**src/psvm_pkg.sv**
```systemverilog
// Package for the polyphonic sine voice mixer: voice record, configuration
// record, request and register codes, ring index helper and sine table entry.
// No dependencies.
package psvm_pkg;

  // APB address width: five 32-bit registers at byte addresses 0..16
  localparam int ADDR_W = 5;

  // Request codes on the input channel
  localparam logic [1:0] REQ_TICK   = 2'd0;
  localparam logic [1:0] REQ_ADD    = 2'd1;
  localparam logic [1:0] REQ_REMOVE = 2'd2;

  // Register indexes (paddr[4:2])
  localparam logic [2:0] REG_AMPLITUDE = 3'd0;
  localparam logic [2:0] REG_ATTACK    = 3'd1;
  localparam logic [2:0] REG_DECAY     = 3'd2;
  localparam logic [2:0] REG_DROP      = 3'd3;
  localparam logic [2:0] REG_INC       = 3'd4;

  // Full-scale Q1.16 level
  localparam logic [16:0] LEVEL_ONE = 17'd65536;

  typedef enum logic [1:0] {
    ST_IDLE,
    ST_ADD,
    ST_TICK
  } ctl_state_t;

  typedef struct packed {
    logic [31:0] phase;
    logic [31:0] incr;
    logic [16:0] attack;
    logic [16:0] decay;
  } voice_t;

  typedef struct packed {
    logic [14:0] amplitude;
    logic [15:0] attack_rate;
    logic [15:0] decay_rate;
    logic [16:0] drop_threshold;
    logic [31:0] inc_per_freq_unit;
  } cfg_t;

  // Result of a finished tick walk
  typedef struct packed {
    logic               done;
    logic signed [15:0] sample;
    logic [6:0]         kept;
  } tick_status_t;

  // (a + b) mod n for a, b < n
  function automatic logic [6:0] ring_add(logic [6:0] a, logic [6:0] b, int unsigned n);
    logic [7:0] s;
    s = {1'b0, a} + {1'b0, b};
    if (s >= 8'(n)) s = s - 8'(n);
    return s[6:0];
  endfunction

  // Quarter-wave sine entry k, Q16 polynomial, scaled to 32767
  function automatic logic [14:0] sine_entry(int unsigned k, int unsigned abits);
    logic [63:0] z;
    logic [63:0] z2;
    logic [63:0] p;
    logic [63:0] e;
    z  = 64'(k) << (18 - abits);
    z2 = (z * z) >> 16;
    p  = 64'd11;
    p  = 64'd307 - ((z2 * p) >> 16);
    p  = 64'd5223 - ((z2 * p) >> 16);
    p  = 64'd42334 - ((z2 * p) >> 16);
    p  = 64'd102944 - ((z2 * p) >> 16);
    p  = (z * p) >> 16;
    e  = (p * 64'd32767 + 64'd32768) >> 16;
    if (e > 64'd32767) e = 64'd32767;
    return e[14:0];
  endfunction

endpackage

```
**src/psvm_cfg.sv**
```systemverilog
// APB configuration registers of the mixer.
// Depends on psvm_pkg.
module psvm_cfg import psvm_pkg::*; (
  input  logic              clk,
  input  logic              rst,
  input  logic              psel,
  input  logic              penable,
  input  logic              pwrite,
  input  logic [ADDR_W-1:0] paddr,
  input  logic [31:0]       pwdata,
  output logic [31:0]       prdata,
  output logic              pready,
  output cfg_t              cfg
);

  logic [2:0] idx;
  logic       wr;

  assign idx    = paddr[4:2];
  assign pready = 1'b1;
  assign wr     = psel && penable && pwrite;

  // register writes
  always_ff @(posedge clk) begin
    if (rst) begin
      cfg.amplitude         <= 15'd16384;
      cfg.attack_rate       <= 16'd64880;
      cfg.decay_rate        <= 16'd65530;
      cfg.drop_threshold    <= 17'd66;
      cfg.inc_per_freq_unit <= 32'd366503875;
    end else if (wr) begin
      case (idx)
        REG_AMPLITUDE: cfg.amplitude         <= pwdata[14:0];
        REG_ATTACK:    cfg.attack_rate       <= pwdata[15:0];
        REG_DECAY:     cfg.decay_rate        <= pwdata[15:0];
        REG_DROP:      cfg.drop_threshold    <= pwdata[16:0];
        REG_INC:       cfg.inc_per_freq_unit <= pwdata;
        default: ;
      endcase
    end
  end

  // read back
  always_comb begin
    case (idx)
      REG_AMPLITUDE: prdata = {17'd0, cfg.amplitude};
      REG_ATTACK:    prdata = {16'd0, cfg.attack_rate};
      REG_DECAY:     prdata = {16'd0, cfg.decay_rate};
      REG_DROP:      prdata = {15'd0, cfg.drop_threshold};
      REG_INC:       prdata = cfg.inc_per_freq_unit;
      default:       prdata = 32'd0;
    endcase
  end

endmodule

```
**config.mk**
```make
export PLATFORM = sky130hd
export DESIGN_NAME = psvm_cfg
export DESIGN_NICKNAME = d
export VERILOG_FILES = /design/src/psvm_pkg.sv /design/src/psvm_cfg.sv
export SDC_FILE = /design/constraint.sdc
export NUM_CORES = 1
export LEC_CHECK = 0
export BUFFER_PORTS_ARGS = -buffer_cell sky130_fd_sc_hd__buf_2
export CORE_MARGIN = 4
export CORE_UTILIZATION = 50
export DETAILED_ROUTE_END_ITERATION = 10
export PLACE_DENSITY_LB_ADDON = 0.3
export SYNTH_ARGS = -nofsm -noshare
export SYNTH_HDL_FRONTEND = slang
export SYNTH_SLANG_ARGS = --single-unit
export TNS_END_PERCENT = 20
```
**constraint.sdc**
```tcl
create_clock -name clk -period 2.5 [get_ports clk]
set_input_delay 0.75 -clock clk [delete_from_list [all_inputs] [get_ports clk]]
set_output_delay 0.75 -clock clk [all_outputs]
set_load 0.02 [all_outputs]
```
Word-level counts from Yosys, hierarchy flattened
Cells that the tools add are included.
{ "totals": {"input_bits": 42, "out_inout_bits": 129, "reg_bits": 96, "wordCells": 18} }
{ "op_classes": {"n_mux": 1, "n_eq_ne": 4, "reduce_logical": 8} }
{ "op_table": {"columns": ["op", "count"], "rows": [
  ["32-bit one-hot mux with 5 select lines", 1],
  ["2-bit AND reduction", 5],
  ["3-bit by 2-bit equality test with 1-bit output (second input constant)", 2],
  ["3-bit by 1-bit equality test with 1-bit output (second input constant)", 1],
  ["3-bit equality test (second input constant)", 1],
  ["3-bit logical NOT", 1],
  ["1-bit logical AND", 2]
]} }

Depth between registers and ports, before layout
{ "logic_depth": {"depth_word": 3, "mapped_depth": 7, "ltp_nobuf": 3} }

Worst setup path after synthesis
OpenSTA, ideal clock, no wires.
{ "synth_timing": {"path_kind": "in2out", "startpoint": "input paddr[4]", "endpoint": "output prdata[1]", "t_arrival_ps": 1798, "cell_stages": 6, "t_required_ps": 1750, "path_slack_ps": -48, "path_buffers": 3, "path_cell_list": "buf_2 or2_2 clkbuf_1 buf_2 o22ai_1 a21o_1"} }
{ "synth_between": {"elab_chain_len": 2, "elab_cells_between_ends": 6, "classes_between": "eq/ne: 4; mux: 1; reduce/logical: 1"} }
{ "synth_rtl": {"columns": ["item", "line", "text"], "rows": [
  ["start, declared", "psvm_cfg.sv:9", "input logic [ADDR_W-1:0] paddr,"],
  ["3-bit equality test (tied with other cells)", "psvm_cfg.sv:45", "case (idx)"],
  ["32-bit one-hot mux with 5 select lines (*)", "psvm_cfg.sv:45", null],
  ["end, declared", "psvm_cfg.sv:11", "output logic [31:0] prdata,"]
]} }
Every way passes the cells marked *; elsewhere a longest branch is shown, timed or not.

Worst setup path after layout
{ "layout_timing": {"startpoint": "input paddr[4]", "endpoint": "output prdata[0]"} }
The elaborated chain is that of the path after synthesis.

==> out/metrics.yaml <==
synthXorXnorAreaFrac_pct: 0
cap_viol_max_count: 0
period_share_pct: 99.4
critPathLaunch: "paddr[4]"
p_leak_nw: 2.96
clk_latency_ns: 0.36
largest_reg_flops: 96
top_register: "cfg"
fin_util_pct: 68.6
drive_gt1_share_pct: 35.0
drc: 0
start_util_pct: 52.3
cts_max_level: 3
period_needed_ns: 2.49
outcome: "finished clean"
layout_commonest_cell: "buf_2"
diodes: 0
antenna_found_initial: 0
grt_pass1_vias: 4334
syn_area_sq_mm: 0.00463
die_area_sq_mm: 0.0109
gp_congestion: 0.797
syn_to_final_growth_pct: 31.1
worst-path-max-fanout: 7
synth_cell_types: 34
netlist_instances: 491
wl_um: 13600
gr-total-overflow: 0
first_iter_violations: 241
final_nets: 705
final_antenna_net_count: 0
synth-adder-area-share_pct: 0
rsz0062_at_grt: "yes"
powerDensity_mw_per_mm2: 489
cts_made_buffers: 9
min_path_type: "reg2reg"
timing.rr.start: "cfg[44]"
mostFrequentLayoutCells: "156 x buf_2, 105 x mux2i_1, 96 x dfxtp_1"
hp-start: "cfg[27]"
fp.dieW_um: 104
yosysWarnings: 0
clockRootBuffer: "clkbuf_8"
yosys.area_share.simple_pct: 20.8
synth_seq_cells: 96
cts_hold_buf: 0
finalClockSkew_ns: 0
cts.reportedPaths.clkPinSlew_ns: 0.09
holdWs_ns: 0.490
io_pins: 171
grt_max_degree: 63
synth.area.mux_share_pct: 23.6
first_pass_iters: 5
dpl.hpwl_um: 9460
cts_tree: "done"
numClockSinks: 96
die_y_um: 104
crit_path_start_kind: "input port"
vias: 4218
cts_max_path_buffers: 2
endpoint_kind: "output pin"
slew_headroom_pct: 65.8
grt_pass1_wl_um: 22100
grt_usage_pct: 25.0
required_ns: 1.75
ir_drop_mv: 0.248
drv_slew: 0
cp.arrival_ns: 1.74
core_area_sq_mm: 0.00885
reg_top3: "cfg x96"
yosysSeqAreaShare_pct: 41.5
syn_nets: 533
critPathKind: "in2out"
setup_viol: 0
fp-row-count: 34
synth_top_family_by_area: "multiplexers"
worst_pin_slew_ns: 0.513
avgSynthCellArea_sq_um: 9.43
fmax_ghz: 0.402
fillers: 719
synth_compound_area_share_pct: 8.76
via_per_inst: 5.44
port_buffers: 167
routedWlPerCell_um: 17.6
finalHoldViolCount: 0
[stage by stage]
| stage | instance area, sq um | worst slack (ns) | power, mW | std cells | TNS, ns |
|---|---|---|---|---|---|
| floorplan | 4640 | 0.00594 | 1.81 | 491 | 0 |
| global placement | 5670 | -0.0800 | 1.95 | 752 | -1.39 |
| detailed placement | 5670 | -0.0980 | 1.96 | 752 | -1.61 |
| CTS | 5940 | 0.00426 | 2.96 | 769 | 0 |
| global route | 6070 | -0.0332 | 3.08 | 776 | -0.0780 |
| finish | 6070 | 0.0140 | 2.97 | 776 | 0 |
[worst max-delay path, stage by stage]
cell and delay [ns]:
buf_4 0.14, nor3b_4 0.15, buf_6 0.13, buf_4 0.13
a22oi_1 0.18, o21ai_1 0.10, buf_4 0.16
[what timing repair did]
| action | 4_1_cts | 5_1_grt |
|---|---|---|
| pin swaps | 3 | 2 |
| setup buffers | 0 | 7 |
| gates cloned | 1 | 1 |
| gates resized for setup | 20 | 14 |
| setup endpoints to repair | 32 | 29 |
[logic make-up after synthesis]
group / count (synthesis)
AND/OR/NAND/NOR: 175
multiplexers: 109
flip-flops: 96
AO/OA/AOI/OAI: 68
buffers and inverters: 42
other: 1
[layer usage]
metal | global-route usage [%] | wire length (um)
met1 | 31.1 | 5880
met2 | 43.2 | 6660
met3 | 4.72 | 845
met4 | 9.02 | 235
met5 | 0 | 0
[path summary, 6_finish.rpt]
kind | cells past startpoint | slack (ns) | end
max | 7 | 0.01 | prdata[0]
min | 2 | 0.49 | cfg[27]
max reg2reg | 2 | 1.77 | cfg[44]
min reg2reg | 2 | 0.49 | cfg[27]
[Yosys cell counts]
cell type	instances	area (sq um)
buf_4	2	15.0
o31ai_1	1	7.51
buf_6	5	56.3
nor3b_2	2	25.0
nand2b_1	60	375
o22ai_1	14	87.6
and4b_1	1	10.0
or2_2	1	6.26
nand4_4	1	21.3
nand4b_1	1	8.76
o21ai_0	18	90.1
nor2_1	67	251
mux2i_1	108	1080
buf_8	1	15.0
nand2_2	2	12.5
and4_1	1	8.76
nor2b_1	1	6.26
clkbuf_1	24	90.1
dfxtp_1	96	1920
a21o_1	14	105
nor3_4	1	16.3
buf_12	1	20.0
nand3b_4	1	20.0
and2_1	15	93.8
nand2_1	2	7.51
o211ai_1	1	7.51
conb_1	1	3.75
a32o_1	1	10.0
nand3_1	18	90.1
buf_2	9	45.0
a21oi_1	18	90.1
a22oi_1	1	7.51
mux2_2	1	11.3
or4bb_1	1	11.3
[power breakdown]
group	switching [mW]	leakage [nW]	internal, mW	total, mW
clock	0.541	0.0937	0.464	1.00
sequential	0.00895	0.776	1.54	1.55
combinational	0.228	2.09	0.186	0.414
total	0.778	2.96	2.19	2.97
[area by class of cell]
| cell class | count | area [sq um] | area share (%) |
|---|---|---|---|
| timing repair buffer | 203 | 1310 | 21.6 |
| sequential | 96 | 1920 | 31.7 |
| clock inverter | 5 | 56.3 | 0.927 |
| tap | 108 | 135 | 2.23 |
| multi-input combinational | 353 | 2520 | 41.5 |
| clock buffer | 11 | 131 | 2.16 |
Power figures use the tool's default switching activity.
