## src/psvm_ram.sv

```systemverilog
// Generic single-write, single-read synchronous RAM with registered read.
// No dependencies.
module psvm_ram #(
  parameter int WIDTH = 8,
  parameter int DEPTH = 8
) (
  input  logic                                 clk,
  input  logic                                 we,
  input  logic [(DEPTH > 1 ? $clog2(DEPTH) : 1)-1:0] waddr,
  input  logic [WIDTH-1:0]                     wdata,
  input  logic [(DEPTH > 1 ? $clog2(DEPTH) : 1)-1:0] raddr,
  output logic [WIDTH-1:0]                     rdata
);

  logic [WIDTH-1:0] mem [DEPTH];

  always_ff @(posedge clk) begin
    if (we) mem[waddr] <= wdata;
    rdata <= mem[raddr];
  end

endmodule

```

## config.mk

```make
export PLATFORM = sky130hd
export DESIGN_NAME = psvm_ram
export DESIGN_NICKNAME = d
export VERILOG_FILES = /design/src/psvm_ram.sv
export SDC_FILE = /design/constraint.sdc
export NUM_CORES = 1
export LEC_CHECK = 0
export BUFFER_PORTS_ARGS = -buffer_cell sky130_fd_sc_hd__buf_2
export CAP_MARGIN = 20
export CORE_ASPECT_RATIO = 0.5
export CORE_MARGIN = 2
export CORE_UTILIZATION = 50
export CTS_BUF_LIST = sky130_fd_sc_hd__clkbuf_2
export CTS_CLUSTER_DIAMETER = 100
export CTS_CLUSTER_SIZE = 12
export DETAILED_ROUTE_END_ITERATION = 8
export PLACE_DENSITY = 0.72
export REMOVE_ABC_BUFFERS = 1
export SLEW_MARGIN = 20
export SYNTH_ARGS = -nofsm -noshare
export SYNTH_HDL_FRONTEND = slang
export SYNTH_SLANG_ARGS = --single-unit
```

## constraint.sdc

```tcl
create_clock -name clk -period 1.5 [get_ports clk]
set_clock_uncertainty 0.2 [all_clocks]
set_input_delay 0.15 -clock clk [delete_from_list [all_inputs] [get_ports clk]]
set_output_delay 0.15 -clock clk [all_outputs]
set_load 0.05 [all_outputs]
```

* Yosys cells after proc, flatten, opt, wreduce, memory -nomap -nowiden *
Memory sizes are Yosys's and may differ from the RTL's. A register that Yosys moved wholly into a read port is not among the register bits.
Index checks and enable logic that the tools add are counted.

cells by class
  mux-type cells = 2

operators with widths
  cell              count
  2-to-1 mux 1 bit  2

word-level totals
  register bits after elaboration = 0
  memory bits (writable) = 64
  input bits = 16
  output and inout bits = 8
  memories kept = 1

memories
  name  words  bits a word  rd ports  clocked after Yosys merged registers in  write ports  RTL line  source
  mem   8      8            1         1                                        1            15        logic [WIDTH-1:0] mem [DEPTH];

* Longest topological paths before layout *
Gate-level depths: netlist of the first run.

  depth after elaboration = 2
  gate-level depth with buffers = 4

* Worst setup path before layout of the first run *
Ideal clock, no wire load.

  kind = in2reg
  start point = in waddr[2] (netlist name)
  end point = mem mem[0][0] (enable)
  arrival = 927 ps
  data required time = 917 ps
  slack = -11 ps
  stages = 2
  cell sequence = nand2b_1 > nor3_1

RTL lines
  element             RTL line  source
  start: declaration  9         input logic [(DEPTH > 1 ? $clog2(DEPTH) : 1)-1:0] waddr,
  end: declaration    15

Straight into the memory's write port.

==> results.yml, run 1 <==
global_route:
  grt_overflow_total: 0
  grt_pass1_vias: 1245
  grt_pass1_wl_um: 6870
  grtUsageTotal: 0.169
  antenna_found_initial: 0
  grt_max_degree: 17
clock_network:
  cts_made_buffers: 9
  path_clk_slew_ns: 0.19
  clk_latency_ns: 0.46
  cts_sinks: 72
  cts_htree_levels: 3
  tritoncts: "done"
  ctsRootBufferMaster: "clkbuf_2"
  post_cts_buffers: 0
  clockBufferDepth: 2
finish:
  regArea_um2: 2080
  area_growth_pct: 20.1
  antennaDiodeCount: 0
  multi_input_area_um2: 532
  final_cell_mix: "64 x edfxtp_1, 17 x buf_2, 15 x buf_4"
  fill_cells: 372
  postLayoutCellArea_um2: 3230
  drive_gt1_frac: 0.409
  layout_commonest_cell: "edfxtp_1"
  nNetsFinal: 187
worst_setup_path:
  cp.required_ns: 1.66
  crit_start: "mem[2][6]"
  reg2reg_depth: 2
  critPathArrivalTime_ns: 1.62
  r2r_start: "mem[2][6]"
  worst-setup-path-type: "reg2reg"
  r2r_end: "rdata[6]"
  cp_max_fo: 1
  cp-end-kind: "flop"
  r2r_setup_slack_ns: 0.04
  crit_path_end: "rdata[6]"
  cp-start-kind: "flop"
worst_hold_path:
  min_path_type: "in2reg"
logic_synthesis:
  yosysUniqueCellTypes: 14
  synth_fa_ha_area_frac: 0
  synth_mux_area_frac: 0.188
  synth_top_family_by_area: "multiplexers"
  synthSimpleGateAreaFrac: 0.0219
  syn_area_um2: 2690
  synth_seq_cells: 72
  yosysWarningCount: 0
  syn_avg_cell_area_um2: 23.6
  syn_inst: 114
  synthXorXnorAreaFrac: 0
  ys_seq_area_frac: 0.774
  synth_compound_gate_area_share: 0
power_and_ir_drop:
  p_leak_nw: 1.15
  ir_drop_uv: 511
  p_int_mw: 2.97
  p_switching_mw: 0.837
  p_sw_frac: 0.220
  seqPwrFrac: 0.599
  clkPwrFrac: 0.309
  combPwrFrac: 0.092
  p_per_area_nw_per_um2: 1180
timing:
  slew_viol_final: 0
  rsz0062_at_grt: "true"
  setup_ws_ns: 0.0404
  relSlewSlack: 0.832
  max_freq_mhz: 685
  fin_crit_ns: 1.46
  fin_setup_tns_ns: 0
  hold_violations: 0
  tightest_slew_ns: 0.254
  finalCritPeriodShare: 0.973
  finalSetupViolCount: 0
status:
  status: "finished clean"
floorplanning:
  dieArea_um2: 6020
  core_area_um2: 5040
  die_x_um: 108
  start_util: 0.533
  rows: 18
  die_height_um: 55.9
  io_pins: 24
placed_design:
  place_ws_ns: -0.0990
  gp_congestion: 0.794
  io_buffers: 23
  dp_hpwl_um: 2900
  dpl_cell_area_um2: 3000
detailed_routing:
  ant_nets: 0
  drt_iter0_drc: 74
  num_vias: 1296
  routed_wl_um: 4550
  wl_per_cell_um: 18.5
  viasPerCell: 5.27
  drc: 0
  dr.pass1.iters: 4
flow_run:
  cap_violations: 0
[critical path, cell delays in order (launching register included)]
cell	delay (ns)
edfxtp_1	0.44
mux4_2	0.46
mux2_2	0.27
[cell usage after synthesis]
library cell,n,area share
buf_12,1,0.0074
nand2_1,2,0.0028
mux2_2,8,0.033
buf_1,1,0.0014
dfxtp_1,8,0.060
buf_2,1,0.0019
clkbuf_1,1,0.0014
nor3_1,2,0.0037
nor2_1,6,0.0084
buf_6,1,0.0042
mux4_2,1,0.0084
mux4_1,15,0.15
edfxtp_1,64,0.71
nand2b_1,3,0.0070
[per-stage QoR]
step	instances	hold WS, ns	total power [mW]	utilization
6_report	246	0.0884	3.81	0.641
5_1_grt	246	0.0261	3.97	0.641
4_1_cts	245	0.00982	3.82	0.642
3_5_place_dp	218	0.226	2.64	0.594
3_3_place_gp	218	0.211	2.63	0.594
2_1_floorplan	109	0.0489	2.50	-
[what timing repair did]
item / in CTS / in global routing
hold buffers: 11 / 1
resized for setup: 1 / 15
endpoints found under the setup margin: 1 / 12
pin swaps: 0 / 0
hold endpoints to repair: 88 / 5
[sequential cells by signal, summed over array words and instances (netlist names)]
signal  flops
mem        64
rdata       8
[worst min-delay path by stage]
stage,from,endpoint,slack [ns],cells after the start
after floorplan,wdata[0],mem[0][0],0.05,0
after global placement,wdata[5],mem[5][5],0.21,1
after detailed placement,wdata[6],mem[1][6],0.23,1
after CTS,raddr[2],rdata[4],0.01,4
after global routing,waddr[2],mem[7][6],0.03,4
final,raddr[0],rdata[6],0.09,4
[final cells by class]
class,count,share of cell area
tap,70,0.0271
timing repair buffer,51,0.122
clock buffer,10,0.0155
sequential,72,0.644
multi-input combinational,37,0.165
clock inverter,6,0.0263
[power by group through the flow]
stage / Sequential, mW / Combinational (mW) / Clock, mW
finish: 2.28 / 0.351 / 1.18
global route: 2.29 / 0.370 / 1.31
CTS: 2.28 / 0.338 / 1.20
detailed placement: 2.33 / 0.316 / 0
global placement: 2.32 / 0.306 / 0
floorplan: 2.40 / 0.0963 / 0
[metal layers]
| layer | GRT usage | vias up | routed length (um) |
|---|---|---|---|
| li1 | - | 593 | - |
| met1 | 0.232 | 652 | 2050 |
| met2 | 0.250 | 47 | 2150 |
| met3 | 0.0703 | 4 | 317 |
| met4 | 0.0531 | 0 | 35 |
| met5 | 0 | - | 0 |
[logic make-up after synthesis]
kind of cell	after synthesis
muxes	24
DFF	72
buffers and inverters	5
and+or+nand+nor	13
No activity file was read; power rests on OpenSTA's default activity.
==> inputs of run 2 (changes only) <==
==> constraint.sdc (replaced) <==
create_clock -name clk -period 1.3 [get_ports clk]
set_clock_uncertainty 0.2 [all_clocks]
set_input_delay 0.13 -clock clk [delete_from_list [all_inputs] [get_ports clk]]
set_output_delay 0.13 -clock clk [all_outputs]
set_load 0.05 [all_outputs]
==> results.yml, run 2 (synthesis gave the netlist of run 1 again) <==
status:
  status: "finished, violations left"
  violations: "setup timing"
floorplanning:
  core_area_um2: 5040
  die_x_um: 108
  rows: 18
  dieArea_um2: 6020
  die_height_um: 55.9
  io_pins: 24
  start_util: 0.533
worst_setup_path:
  cp_max_fo: 1
  cp-end-kind: "flop"
  cp.required_ns: 1.50
  critPathSlowestCell: "mux4_2"
  worst-setup-path-type: "reg2reg"
  critPathArrivalTime_ns: 1.67
  reg2reg_depth: 2
  path_cells: "mux4_2, mux2_4"
  cp-start-kind: "flop"
  r2r_start: "mem[2][2]"
  r2r_setup_slack_ns: -0.17
  cpPeakStageDelay_ns: 0.47
  r2r_end: "rdata[2]"
finish:
  largest_register_ffs: 64
  drive_gt1_frac: 0.500
  largest_register: "mem"
  area_growth_pct: 23.6
  final_cell_mix: "64 x edfxtp_1, 16 x mux4_2, 15 x buf_2"
  nNetsFinal: 189
  fin_cells: 248
  antennaDiodeCount: 0
  reg_top3: "mem (64), rdata (8)"
  fin_util: 0.659
  layout_commonest_cell: "edfxtp_1"
detailed_routing:
  num_vias: 1265
  drc: 0
  ant_nets: 0
  drt_iter0_drc: 101
  wl_per_cell_um: 18.8
  dr.pass1.iters: 6
  viasPerCell: 5.10
  routed_wl_um: 4660
worst_hold_path:
  holdPathEnd: "rdata[6]"
  min_path_type: "in2reg"
  hp-start: "raddr[0]"
  holdPathStages: 4
clock_network:
  ctsRootBufferMaster: "clkbuf_2"
  clockBufferDepth: 2
  path_clk_slew_ns: 0.19
  cts_htree_levels: 3
  clk_latency_ns: 0.50
  postCtsHoldBufs: 14
  cts_sinks: 72
  cts_made_buffers: 9
  tritoncts: "done"
timing:
  fin_crit_ns: 1.47
  finalSetupViolCount: 52
  tightest_slew_ns: 0.268
  whs_ns: 0.0194
  max_freq_mhz: 680
  finalCritPeriodShare: 1.13
  slew_viol_final: 0
  relSlewSlack: 0.821
  hold_violations: 0
  rsz0062_at_grt: "true"
  setup_ws_ns: -0.171
global_route:
  use_met2: 0.254
  grt_pass1_vias: 1297
  grt_pass1_wl_um: 7100
  grt_overflow_total: 0
  grtUsageTotal: 0.175
  busiest_layer: "met2"
  grt_max_degree: 17
  antenna_found_initial: 0
  grt_util_met1: 0.236
  met3_usage: 0.0597
placed_design:
  gp_congestion: 0.797
  dp_hpwl_um: 2760
  io_buffers: 23
  dp_cells: 218
power_and_ir_drop:
  p_leak_nw: 1.17
  ir_drop_uv: 812
  p_per_area_nw_per_um2: 1360
  total_power_mw: 4.52
flow_run:
  cap_violations: 0
run 2: changes by cell type in the layout (fill, tap and decap cells not counted), sizes merged:
cell,change
dlygate4sd3,+2
inv,+1
clkbuf,-6
buf,+5
run 2: worst max path at each step:
stage / from / to / cells after the start
final: mem[2][2] / rdata[2] / 2
after global routing: mem[1][2] / rdata[2] / 2
after CTS: mem[2][2] / rdata[2] / 2
after detailed placement: raddr[0] / rdata[0] / 4
after global placement: raddr[0] / rdata[7] / 4
after floorplan: waddr[2] / mem[0][0] / 2
run 2: where the power goes:
part / internal [mW] / switching, mW
clock network: 0.639 / 0.777
logic: 0.230 / 0.230
registers: 2.61 / 0.0320
total: 3.48 / 1.04
run 2: routing by layer:
| layer | vias up | part of all wire |
|---|---|---|
| li1 | 585 | - |
| met1 | 632 | 0.45 |
| met2 | 36 | 0.48 |
| met3 | 12 | 0.044 |
| met4 | 0 | 0.025 |
| met5 | - | 0 |
run 2: final cells by class:
| type | instances | area [um2] |
|---|---|---|
| Multi-Input combinational cell | 37 | 537 |
| Clock buffer | 9 | 45.0 |
| Sequential cell | 72 | 2090 |
| Tap cell | 70 | 87.6 |
| Timing Repair Buffer | 53 | 473 |
| Fill cell | 338 | 1720 |
| Clock inverter | 7 | 95.1 |
run 2: per-stage QoR:
stage	TNS (ns)	setup slack [ns]	area (um2)
floorplan	-2.99	-0.191	2650
global route	-2.46	-0.193	3330
CTS	-1.72	-0.144	3290
detailed placement	-2.06	-0.269	3000
finish	-2.58	-0.171	3330
global placement	-1.91	-0.250	3000
run 2: repair_timing:
action                                 4_1_cts  5_1_grt
gates resized for setup                     38       13
setup buffers                                0        0
endpoints found under the hold margin      113        1
pin swaps                                    0        1
setup endpoints to repair                   16       32
run 2: worst max-delay path: cells and delay by family, from the launching register on:
| kind | cells | cell delay [ns] |
|---|---|---|
| multiplexers | 2 | 0.75 |
| flip-flops | 1 | 0.42 |
